==> src/rtl/ngga_pkg.sv <==
// shared types, constants and helpers of the gga sentence parser
// no dependencies; used by the interfaces and all rtl modules

package ngga_pkg;

    localparam int unsigned ByteW = 8;
    localparam int unsigned ValW  = 32;

    localparam logic [7:0] ChDollar = 8'h24;
    localparam logic [7:0] ChComma  = 8'h2C;
    localparam logic [7:0] ChDot    = 8'h2E;
    localparam logic [7:0] DigitBase = 8'd48;

    localparam logic [7:0] LatHemiReset = 8'd78;
    localparam logic [7:0] LonHemiReset = 8'd87;

    localparam logic [2:0] HdrLen    = 3'd6;
    localparam logic [3:0] LastComma = 4'd9;

    // field numbers inside the sentence
    localparam logic [3:0] FldId   = 4'd0;
    localparam logic [3:0] FldTime = 4'd1;
    localparam logic [3:0] FldLat  = 4'd2;
    localparam logic [3:0] FldLatH = 4'd3;
    localparam logic [3:0] FldLon  = 4'd4;
    localparam logic [3:0] FldLonH = 4'd5;

    // register indexes
    localparam logic RegLatHemi = 1'b0;
    localparam logic RegLonHemi = 1'b1;

    typedef struct packed {
        logic [7:0] lat_hemi;
        logic [7:0] lon_hemi;
    } t_cfg;

    typedef struct packed {
        logic [ValW-1:0] time_value;
        logic [ValW-1:0] latitude_value;
        logic [ValW-1:0] longitude_value;
        logic            header_mismatch;
        logic            lat_hemisphere_bad;
        logic            lon_hemisphere_bad;
    } t_result;

    // expected sentence id "$GPGGA", one byte per position
    function automatic logic [7:0] id_byte(input logic [2:0] pos);
        logic [7:0] ch;
        unique case (pos)
            3'd0:    ch = 8'h24;
            3'd1:    ch = 8'h47;
            3'd2:    ch = 8'h50;
            3'd3:    ch = 8'h47;
            3'd4:    ch = 8'h47;
            3'd5:    ch = 8'h41;
            default: ch = 8'h00;
        endcase
        return ch;
    endfunction

    // acc*10 + byte - 48, wrapping at 32 bits
    function automatic logic [ValW-1:0] acc_step(input logic [ValW-1:0] acc,
                                                 input logic [7:0] b);
        logic [ValW-1:0] times10;
        times10 = (acc << 3) + (acc << 1);
        return times10 + {{(ValW-8){1'b0}}, b} - {{(ValW-8){1'b0}}, DigitBase};
    endfunction

endpackage

==> src/rtl/ngga_if.sv <==
// byte request and result request channels of the gga sentence parser
// depends on ngga_pkg

interface ngga_byte_if;
    logic                      valid;
    logic                      ready;
    logic [ngga_pkg::ByteW-1:0] byte_in;

    modport source (output valid, output byte_in, input ready);
    modport sink   (input valid, input byte_in, output ready);
endinterface

interface ngga_result_if;
    logic                      valid;
    logic                      ready;
    logic [ngga_pkg::ValW-1:0] time_value;
    logic [ngga_pkg::ValW-1:0] latitude_value;
    logic [ngga_pkg::ValW-1:0] longitude_value;
    logic                      header_mismatch;
    logic                      lat_hemisphere_bad;
    logic                      lon_hemisphere_bad;

    modport source (output valid, output time_value, output latitude_value,
                    output longitude_value, output header_mismatch,
                    output lat_hemisphere_bad, output lon_hemisphere_bad,
                    input ready);
    modport sink   (input valid, input time_value, input latitude_value,
                    input longitude_value, input header_mismatch,
                    input lat_hemisphere_bad, input lon_hemisphere_bad,
                    output ready);
endinterface

==> src/rtl/ngga_cfg.sv <==
// apb register file holding the expected hemisphere letters
// depends on ngga_pkg

module ngga_cfg (
    input  logic              i_clk,
    input  logic              i_rst_n,
    input  logic              psel,
    input  logic              penable,
    input  logic              pwrite,
    input  logic [2:0]        paddr,
    input  logic [31:0]       pwdata,
    output logic [31:0]       prdata,
    output logic              pready,
    output ngga_pkg::t_cfg    o_cfg
);

    logic [7:0] r_lat_hemi;
    logic [7:0] r_lon_hemi;
    logic       wr_en;
    logic       reg_idx;

    assign wr_en   = psel && penable && pwrite;
    assign reg_idx = paddr[2];
    assign pready  = 1'b1;

    always_ff @(posedge i_clk) begin
        if (!i_rst_n) begin
            r_lat_hemi <= ngga_pkg::LatHemiReset;
            r_lon_hemi <= ngga_pkg::LonHemiReset;
        end else if (wr_en) begin
            if (reg_idx == ngga_pkg::RegLatHemi) begin
                r_lat_hemi <= pwdata[7:0];
            end else begin
                r_lon_hemi <= pwdata[7:0];
            end
        end
    end

    always_comb begin
        if (reg_idx == ngga_pkg::RegLatHemi) begin
            prdata = {24'd0, r_lat_hemi};
        end else begin
            prdata = {24'd0, r_lon_hemi};
        end
    end

    assign o_cfg.lat_hemi = r_lat_hemi;
    assign o_cfg.lon_hemi = r_lon_hemi;

endmodule

==> src/rtl/ngga_core.sv <==
// sentence state and field accumulators, one byte per step
// depends on ngga_pkg

module ngga_core (
    input  logic                 i_clk,
    input  logic                 i_rst_n,
    input  logic                 i_step,
    input  logic [7:0]           i_byte,
    input  ngga_pkg::t_cfg       i_cfg,
    output logic                 o_emit,
    output ngga_pkg::t_result    o_result
);

    logic        r_in_sentence;
    logic [3:0]  r_field_count;
    logic [2:0]  r_hdr_pos;
    logic [31:0] r_time_acc;
    logic [31:0] r_lat_acc;
    logic [31:0] r_lon_acc;
    logic [2:0]  r_err;

    logic        n_in_sentence;
    logic [3:0]  n_field_count;
    logic [2:0]  n_hdr_pos;
    logic [31:0] n_time_acc;
    logic [31:0] n_lat_acc;
    logic [31:0] n_lon_acc;
    logic [2:0]  n_err;

    // state as seen after a possible restart on '$'
    logic        cur_in;
    logic [3:0]  cur_fc;
    logic [2:0]  cur_hp;
    logic [31:0] cur_time;
    logic [31:0] cur_lat;
    logic [31:0] cur_lon;
    logic [2:0]  cur_err;
    logic        is_dollar;
    logic        is_comma;
    logic [3:0]  fc_inc;

    assign is_dollar = (i_byte == ngga_pkg::ChDollar);
    assign is_comma  = (i_byte == ngga_pkg::ChComma);

    always_comb begin
        if (is_dollar) begin
            cur_in   = 1'b1;
            cur_fc   = '0;
            cur_hp   = '0;
            cur_time = '0;
            cur_lat  = '0;
            cur_lon  = '0;
            cur_err  = '0;
        end else begin
            cur_in   = r_in_sentence;
            cur_fc   = r_field_count;
            cur_hp   = r_hdr_pos;
            cur_time = r_time_acc;
            cur_lat  = r_lat_acc;
            cur_lon  = r_lon_acc;
            cur_err  = r_err;
        end
    end

    assign fc_inc = cur_fc + 4'd1;

    always_comb begin
        n_in_sentence = r_in_sentence;
        n_field_count = r_field_count;
        n_hdr_pos     = r_hdr_pos;
        n_time_acc    = r_time_acc;
        n_lat_acc     = r_lat_acc;
        n_lon_acc     = r_lon_acc;
        n_err         = r_err;
        o_emit        = 1'b0;
        if (cur_in) begin
            n_in_sentence = 1'b1;
            n_field_count = cur_fc;
            n_time_acc    = cur_time;
            n_lat_acc     = cur_lat;
            n_lon_acc     = cur_lon;
            n_err         = cur_err;
            if (cur_fc == ngga_pkg::FldId && cur_hp < ngga_pkg::HdrLen) begin
                n_hdr_pos = cur_hp + 3'd1;
            end else begin
                n_hdr_pos = cur_hp;
            end
            if (is_comma) begin
                n_field_count = fc_inc;
                if (fc_inc >= ngga_pkg::LastComma) begin
                    o_emit        = 1'b1;
                    n_in_sentence = 1'b0;
                end
            end else if (i_byte != ngga_pkg::ChDot) begin
                unique case (cur_fc)
                    ngga_pkg::FldId: begin
                        if (cur_hp >= ngga_pkg::HdrLen
                            || i_byte != ngga_pkg::id_byte(cur_hp)) begin
                            n_err[0] = 1'b1;
                        end
                    end
                    ngga_pkg::FldTime: n_time_acc = ngga_pkg::acc_step(cur_time, i_byte);
                    ngga_pkg::FldLat:  n_lat_acc  = ngga_pkg::acc_step(cur_lat, i_byte);
                    ngga_pkg::FldLon:  n_lon_acc  = ngga_pkg::acc_step(cur_lon, i_byte);
                    ngga_pkg::FldLatH: begin
                        if (i_byte != i_cfg.lat_hemi) begin
                            n_err[1] = 1'b1;
                        end
                    end
                    ngga_pkg::FldLonH: begin
                        if (i_byte != i_cfg.lon_hemi) begin
                            n_err[2] = 1'b1;
                        end
                    end
                    default: ;
                endcase
            end
        end
    end

    // result carries the accumulators as they stood before the closing comma
    assign o_result.time_value         = cur_time;
    assign o_result.latitude_value     = cur_lat;
    assign o_result.longitude_value    = cur_lon;
    assign o_result.header_mismatch    = cur_err[0];
    assign o_result.lat_hemisphere_bad = cur_err[1];
    assign o_result.lon_hemisphere_bad = cur_err[2];

    always_ff @(posedge i_clk) begin
        if (!i_rst_n) begin
            r_in_sentence <= 1'b0;
            r_field_count <= '0;
            r_hdr_pos     <= '0;
            r_time_acc    <= '0;
            r_lat_acc     <= '0;
            r_lon_acc     <= '0;
            r_err         <= '0;
        end else if (i_step) begin
            r_in_sentence <= n_in_sentence;
            r_field_count <= n_field_count;
            r_hdr_pos     <= n_hdr_pos;
            r_time_acc    <= n_time_acc;
            r_lat_acc     <= n_lat_acc;
            r_lon_acc     <= n_lon_acc;
            r_err         <= n_err;
        end
    end

endmodule

==> src/rtl/nmea_gga_field_parser.sv <==
// top level of the gga sentence parser: input register, core, result register
// depends on ngga_pkg, ngga_if, ngga_cfg, ngga_core
//
// channel    | direction | handshake       | payload
// -----------+-----------+-----------------+------------------------------------
// i_byte     | in        | valid / ready   | byte_in, one sentence character
// o_result   | out       | valid / ready   | time, lat, lon values, three flags
// apb        | in        | psel / penable  | hemisphere letters at 0x0 and 0x4
//
// one byte request is taken every cycle unless a closing comma waits in the
// input register for a full result slot; an accepted byte is processed by the
// core from the input register, and its result, if any, is loaded into the
// result register at the edge that updates the core state with that byte
// the sentence state in the core is updated once per byte; that single
// register update is what sets the one-byte-per-cycle rate while no result stall holds the input
// reset is synchronous and active low; it clears the sentence state, the
// valid flags and loads 'N' and 'W' as the expected hemisphere letters
// while a result waits unaccepted, bytes that close no sentence keep flowing;
// only a byte that would produce a second result holds in the input register

module nmea_gga_field_parser (
    input  logic                  i_clk,
    input  logic                  i_rst_n,
    ngga_byte_if.sink             i_byte,
    ngga_result_if.source         o_result,
    input  logic                  psel,
    input  logic                  penable,
    input  logic                  pwrite,
    input  logic [2:0]            paddr,
    input  logic [31:0]           pwdata,
    output logic [31:0]           prdata,
    output logic                  pready
);

    ngga_pkg::t_cfg    cfg;
    ngga_pkg::t_result core_result;
    logic              core_emit;
    logic              step;
    logic              advance;

    // input register
    logic              r_in_valid;
    logic [7:0]        r_in_byte;

    // result register
    logic              r_out_valid;
    ngga_pkg::t_result r_out;

    ngga_cfg u_cfg (
        .i_clk   (i_clk),
        .i_rst_n (i_rst_n),
        .psel    (psel),
        .penable (penable),
        .pwrite  (pwrite),
        .paddr   (paddr),
        .pwdata  (pwdata),
        .prdata  (prdata),
        .pready  (pready),
        .o_cfg   (cfg)
    );

    ngga_core u_core (
        .i_clk    (i_clk),
        .i_rst_n  (i_rst_n),
        .i_step   (step),
        .i_byte   (r_in_byte),
        .i_cfg    (cfg),
        .o_emit   (core_emit),
        .o_result (core_result)
    );

    // a byte moves on unless it makes a result and the result slot stays full
    assign advance = !(core_emit && r_out_valid && !o_result.ready);
    assign step    = r_in_valid && advance;

    assign i_byte.ready = !r_in_valid || advance;

    always_ff @(posedge i_clk) begin
        if (!i_rst_n) begin
            r_in_valid <= 1'b0;
        end else if (i_byte.ready) begin
            r_in_valid <= i_byte.valid;
        end
    end

    always_ff @(posedge i_clk) begin
        if (i_byte.ready && i_byte.valid) begin
            r_in_byte <= i_byte.byte_in;
        end
    end

    always_ff @(posedge i_clk) begin
        if (!i_rst_n) begin
            r_out_valid <= 1'b0;
        end else if (step && core_emit) begin
            r_out_valid <= 1'b1;
        end else if (o_result.ready) begin
            r_out_valid <= 1'b0;
        end
    end

    always_ff @(posedge i_clk) begin
        if (step && core_emit) begin
            r_out <= core_result;
        end
    end

    assign o_result.valid              = r_out_valid;
    assign o_result.time_value         = r_out.time_value;
    assign o_result.latitude_value     = r_out.latitude_value;
    assign o_result.longitude_value    = r_out.longitude_value;
    assign o_result.header_mismatch    = r_out.header_mismatch;
    assign o_result.lat_hemisphere_bad = r_out.lat_hemisphere_bad;
    assign o_result.lon_hemisphere_bad = r_out.lon_hemisphere_bad;

endmodule
==> src/flat_wrapper.sv <==
// flat-port wrapper written by rule: the top's interface ports become plain ports
module nmea_gga_field_parser_flat 
  (i_clk, i_rst_n, psel, penable, pwrite, paddr, pwdata, prdata, pready, i_byte_valid, i_byte_byte_in, i_byte_ready, o_result_valid, o_result_time_value, o_result_latitude_value, o_result_longitude_value, o_result_header_mismatch, o_result_lat_hemisphere_bad, o_result_lon_hemisphere_bad, o_result_ready);
  ngga_byte_if i_byte_i ();
  ngga_result_if o_result_i ();
  input  logic i_clk;
  input  logic i_rst_n;
  input  logic psel;
  input  logic penable;
  input  logic pwrite;
  input  logic [2:0] paddr;
  input  logic [31:0] pwdata;
  output logic [31:0] prdata;
  output logic pready;
  input wire logic [$bits(i_byte_i.valid)-1:0] i_byte_valid;
  input wire logic [$bits(i_byte_i.byte_in)-1:0] i_byte_byte_in;
  output wire logic [$bits(i_byte_i.ready)-1:0] i_byte_ready;
  output wire logic [$bits(o_result_i.valid)-1:0] o_result_valid;
  output wire logic [$bits(o_result_i.time_value)-1:0] o_result_time_value;
  output wire logic [$bits(o_result_i.latitude_value)-1:0] o_result_latitude_value;
  output wire logic [$bits(o_result_i.longitude_value)-1:0] o_result_longitude_value;
  output wire logic [$bits(o_result_i.header_mismatch)-1:0] o_result_header_mismatch;
  output wire logic [$bits(o_result_i.lat_hemisphere_bad)-1:0] o_result_lat_hemisphere_bad;
  output wire logic [$bits(o_result_i.lon_hemisphere_bad)-1:0] o_result_lon_hemisphere_bad;
  input wire logic [$bits(o_result_i.ready)-1:0] o_result_ready;
  assign i_byte_i.valid = i_byte_valid;
  assign i_byte_i.byte_in = i_byte_byte_in;
  assign i_byte_ready = i_byte_i.ready;
  assign o_result_valid = o_result_i.valid;
  assign o_result_time_value = o_result_i.time_value;
  assign o_result_latitude_value = o_result_i.latitude_value;
  assign o_result_longitude_value = o_result_i.longitude_value;
  assign o_result_header_mismatch = o_result_i.header_mismatch;
  assign o_result_lat_hemisphere_bad = o_result_i.lat_hemisphere_bad;
  assign o_result_lon_hemisphere_bad = o_result_i.lon_hemisphere_bad;
  assign o_result_i.ready = o_result_ready;
  nmea_gga_field_parser u_core (.i_clk(i_clk), .i_rst_n(i_rst_n), .i_byte(i_byte_i), .o_result(o_result_i), .psel(psel), .penable(penable), .pwrite(pwrite), .paddr(paddr), .pwdata(pwdata), .prdata(prdata), .pready(pready));
endmodule
==> config.mk <==
export PLATFORM = sky130hd
export DESIGN_NAME = nmea_gga_field_parser_flat
export DESIGN_NICKNAME = d
export VERILOG_FILES = /design/src/rtl/ngga_pkg.sv /design/src/rtl/ngga_if.sv /design/src/rtl/ngga_cfg.sv /design/src/rtl/ngga_core.sv /design/src/rtl/nmea_gga_field_parser.sv /design/src/flat_wrapper.sv
export SDC_FILE = /design/constraint.sdc
export NUM_CORES = 1
export LEC_CHECK = 0
export ABC_AREA = 0
export ABC_CLOCK_PERIOD_IN_PS = 32000
export BUFFER_PORTS_ARGS = -buffer_cell sky130_fd_sc_hd__clkbuf_2
export CORE_UTILIZATION = 44
export DETAILED_ROUTE_END_ITERATION = 10
export HOLD_SLACK_MARGIN = 0.12
export MAX_ROUTING_LAYER = met4
export PLACE_DENSITY = 0.61
export SLEW_MARGIN = 5
export SYNTH_ARGS = -nofsm -noshare
export SYNTH_HDL_FRONTEND = slang
export SYNTH_SLANG_ARGS = --single-unit
==> constraint.sdc <==
create_clock -name i_clk -period 32 [get_ports i_clk]
set_input_delay 6.4 -clock i_clk [delete_from_list [all_inputs] [get_ports i_clk]]
set_output_delay 6.4 -clock i_clk [all_outputs]
set_load 0.01 [all_outputs]
==> results.md <==
- Outcome: complete, no violations
- Post-synthesis instance total: 1863
- Core ar.: 36900 um^2
- Hpwl dp: 27.1 mm
- EDFF count, synth: 107
- FF+latch count, synth: 232
- Sw Share: 0.241
- Crit Path Category: in -> out
- Async SR Flop Fraction: 0
- Clock share of power: 0.450
- Worst vdd ir: 0.0354 mV
- Final net count: 2288
- Syn avg cell area: 8.90 um^2
- Final Max Tran Viols: 0
- Total Power: 0.666 mW
- Relative slew slack: 0.253
- Post-Synthesis Cell Area: 16600 um^2
- Pint: 0.506 mW
- Hold Crit Start: u_core.u_core.r_err[2]$_SDFFE_PN0P_
- Synth Area in Simple Gates: 0.142
- DRT iter0 DRCs: 790
- Total Routing Usage GR: 0.203
- R2r endpoint: u_core.u_core.r_lat_acc[31]$_SDFFE_PN0P_
- Power share of the sequential group: 0.470
- R2R Setup Slk: 25.88 ns
- WP data arrival: 7.64 ns
- Clock Pin Slew Worst Setup and Hold Paths: 0.06 ns
- Routability cong.: 0.869
- Initial Utilization: 0.450
- Port bufs: 132
- Post-DRT Antenna Nets: 0
- CP Launch Type: input pin
- Layout Skew: 0.00794 ns
- Min-delay worst type: reg -> reg
- DRC: 0
- # setup viols final: 0
- Worst hold stages: 2
- Post-Synth Adder-Cell Area: 0.209
- Number of I/O pins: 184
- Initial antenna violation count: 0
- Launch point of the worst reg-to-reg path: u_core.r_in_byte[4]$_DFFE_PP_
- R2r worst-path depth: 18
- Die Ht: 196 um
- H-tree levels: 1
- Vias post-DR: 13105
- CTS Root Cell: clkbuf_16
- Min Tclk post-route: 14.04 ns
- Yosys warning total: 0
- CTS tree: yes
- Fmax: 0.0712 GHz
- Primary FF master, synth: dfxtp_1
- Synth Area in Compound Gates: 0.154
- Critical Path Slowest Stage Cell: nor2b_1
- Drt pass-1 iters: 5
- Pwr Density: 36.1 nW/um^2
- Main combinational cell family by area after synthesis: adder cells
- Post-CTS setup buffers: 0
- Most used cell, CP: clkbuf_2
- Layout fillers: 3529
- Total Wirelength: 37.7 mm
- Critical path data required time: 25.60 ns
- Vias/cell: 5.26
- Vias in the first global route: 12675
- Tcrit/Tclk final: 0.439
- Unrepaired setup endpoints after global routing: false
- Post-Synth XOR/XNOR Area: 0.0517
- Hold_buf cts: 0
- Max Cap Viol: 0
- Inserted Clock Buffers: 27
- First-pass GRT wire length: 62.6 mm
- Worst-Margin Slew: 1.12 ns
- Sequential share of the synthesized area: 0.345
- Hold Vio Cnt, Final: 0
- Worst Setup End Kind: output pin
- CP max FO: 4
- Largest stage delay, worst path: 0.42 ns
- Combinational share of power: 0.080
- Post-synthesis mux area share: 0.00981
- Worst skew pair latency: 0.55 ns
- Leakage: 9.35 nW
- Die footprint: 38500 um^2
- Sink Count: 232
- Pin count of the biggest net entering global routing: 74
- Hold Path Sink: u_core.u_core.r_err[2]$_SDFFE_PN0P_
- Post-synthesis cell type count: 78
- Row cnt: 70
- Max Buffers Root-to-Sink: 3
- Setup TNS: 0 ns
- Inserted Diodes: 0
- Share of layout cells above drive strength 1: 0.106
- Routed wire per std cell: 15.1 um
- Post-CTS resize count: 0
- Switching power: 0.161 mW
- Fin util: 0.500
- GR Overflow Total: 0
- Syn-to-layout area delta: 11.2%
- Worst path cell trace: clkbuf_2 > nand2b_1 > nor4_4 > nor2b_1 > inv_1 > clkbuf_2
- Die X: 196 um
cells in the final DEF, fill, tap and decap left out, types with 7 or more instances in the layout:
master,Yosys,layout
a31oi_1,13,13
o21a_1,14,14
a21oi_1,98,98
nor2_1,132,132
nor2b_1,33,33
inv_1,270,270
o21ai_0,64,63
nor3_1,12,12
and3_1,12,12
xnor2_1,52,52
a22oi_1,60,60
edfxtp_1,107,107
clkbuf_16,0,27
nand4_1,13,13
a21o_1,46,46
a211o_1,7,7
clkbuf_2,0,132
nand2b_1,11,11
and2_1,9,9
xor2_1,46,46
nand3_1,45,44
nand2_1,190,190
ha_1,258,258
fa_1,12,12
dfxtp_1,125,125
clkinv_2,0,7
buf_4,26,9
a211oi_1,14,14
mux2_2,10,10
o21bai_1,11,11
or3_1,7,7
conb_1,2,25
synthesized netlist by cell type (10+ instances only):
cell type / count / area [um^2]
nand3_1: 45 / 225
a22oi_1: 60 / 450
a31oi_1: 13 / 81.3
buf_2: 14 / 70.1
o21bai_1: 11 / 82.6
nand2_1: 190 / 713
o21ai_0: 64 / 320
xnor2_1: 52 / 455
ha_1: 258 / 3230
nor2b_1: 33 / 206
a21o_1: 46 / 345
o21a_1: 14 / 105
nand4_1: 13 / 81.3
nor3_1: 12 / 60.1
fa_1: 12 / 240
a211oi_1: 14 / 105
and3_1: 12 / 75.1
mux2_2: 10 / 113
buf_1: 11 / 41.3
edfxtp_1: 107 / 3210
dfxtp_1: 125 / 2500
clkbuf_1: 36 / 135
buf_4: 26 / 195
nor2_1: 132 / 495
inv_1: 270 / 1010
a21oi_1: 98 / 490
nand2b_1: 11 / 68.8
xor2_1: 46 / 403
how the worst max path moves through the flow:
stage / from / to / slack (ns)
after floorplan: o_result_ready / u_core.o_result.header_mismatch$_DFFE_PP_ / 14.91
after global placement: o_result_ready / i_byte_ready / 17.97
after detailed placement: o_result_ready / i_byte_ready / 17.98
after CTS: o_result_ready / i_byte_ready / 17.97
after global routing: o_result_ready / i_byte_ready / 17.87
final: o_result_ready / i_byte_ready / 17.96
per-stage QoR:
step / setup slack (ns) / hold WS, ns / instance area, um^2 / std cells
floorplan: 14.91 / 0.425 / 16700 / 1886
global placement: 17.97 / 0.436 / 17600 / 2443
detailed placement: 17.98 / 0.447 / 17600 / 2443
CTS: 17.97 / 0.458 / 18400 / 2491
global route: 17.87 / 0.488 / 18400 / 2491
finish: 17.96 / 0.453 / 18400 / 2491
area by class of cell:
type | instances | area, um^2 | share of cell area
multi-input combinational | 1295 | 9510 | 0.516
sequential | 232 | 5720 | 0.310
inverter | 271 | 1020 | 0.0551
timing repair buffer | 141 | 728 | 0.0395
clock buffer | 34 | 722 | 0.0391
tap | 504 | 631 | 0.0342
clock inverter | 14 | 123 | 0.00665
registers in the layout (all words and copies together) (netlist names):
register,count
u_core.u_core.r_hdr_pos,3
u_core.u_core.r_err,3
u_core.u_cfg.r_lat_hemi,8
u_core.o_result.header_mismatch,1
u_core.o_result.longitude_value,32
u_core.o_result.time_value,32
u_core.r_in_byte,8
u_core.o_result.latitude_value,32
u_core.u_core.r_lon_acc,32
u_core.o_result.lon_hemisphere_bad,1
u_core.u_core.r_in_sentence,1
u_core.u_core.r_field_count,4
u_core.u_cfg.r_lon_hemi,8
u_core.o_result.lat_hemisphere_bad,1
u_core.r_in_valid,1
u_core.o_result.valid,1
u_core.u_core.r_lat_acc,32
u_core.u_core.r_time_acc,32
per-layer routing:
metal | track usage | wire length [um]
met1 | 0.271 | 18300
met2 | 0.322 | 16800
met3 | 0.0284 | 1850
met4 | 0.0558 | 818
met5 | - | 0
critical path: cells and delay by family:
kind / cells / cell delay [ns]
buf+inv: 3 / 0.30
simple gates: 3 / 0.94
kinds of logic after synthesis:
logic type                 count (synthesis)
AOI/OAI and AO/OA                        386
xor gates and xnor gates                  98
adders and majority gates                270
buffers and inverters                    359
DFF                                      232
muxes                                     15
other                                      2
and+or+nand+nor                          501
power groups by stage:
stage,registers (mW),clock network [mW],logic (mW)
2_1_floorplan,0.317,0,0.0442
3_3_place_gp,0.320,0,0.0526
3_5_place_dp,0.320,0,0.0530
4_1_cts,0.313,0.309,0.0534
5_1_grt,0.313,0.320,0.0596
6_report,0.313,0.300,0.0534
Power figures use the tool's default switching activity.
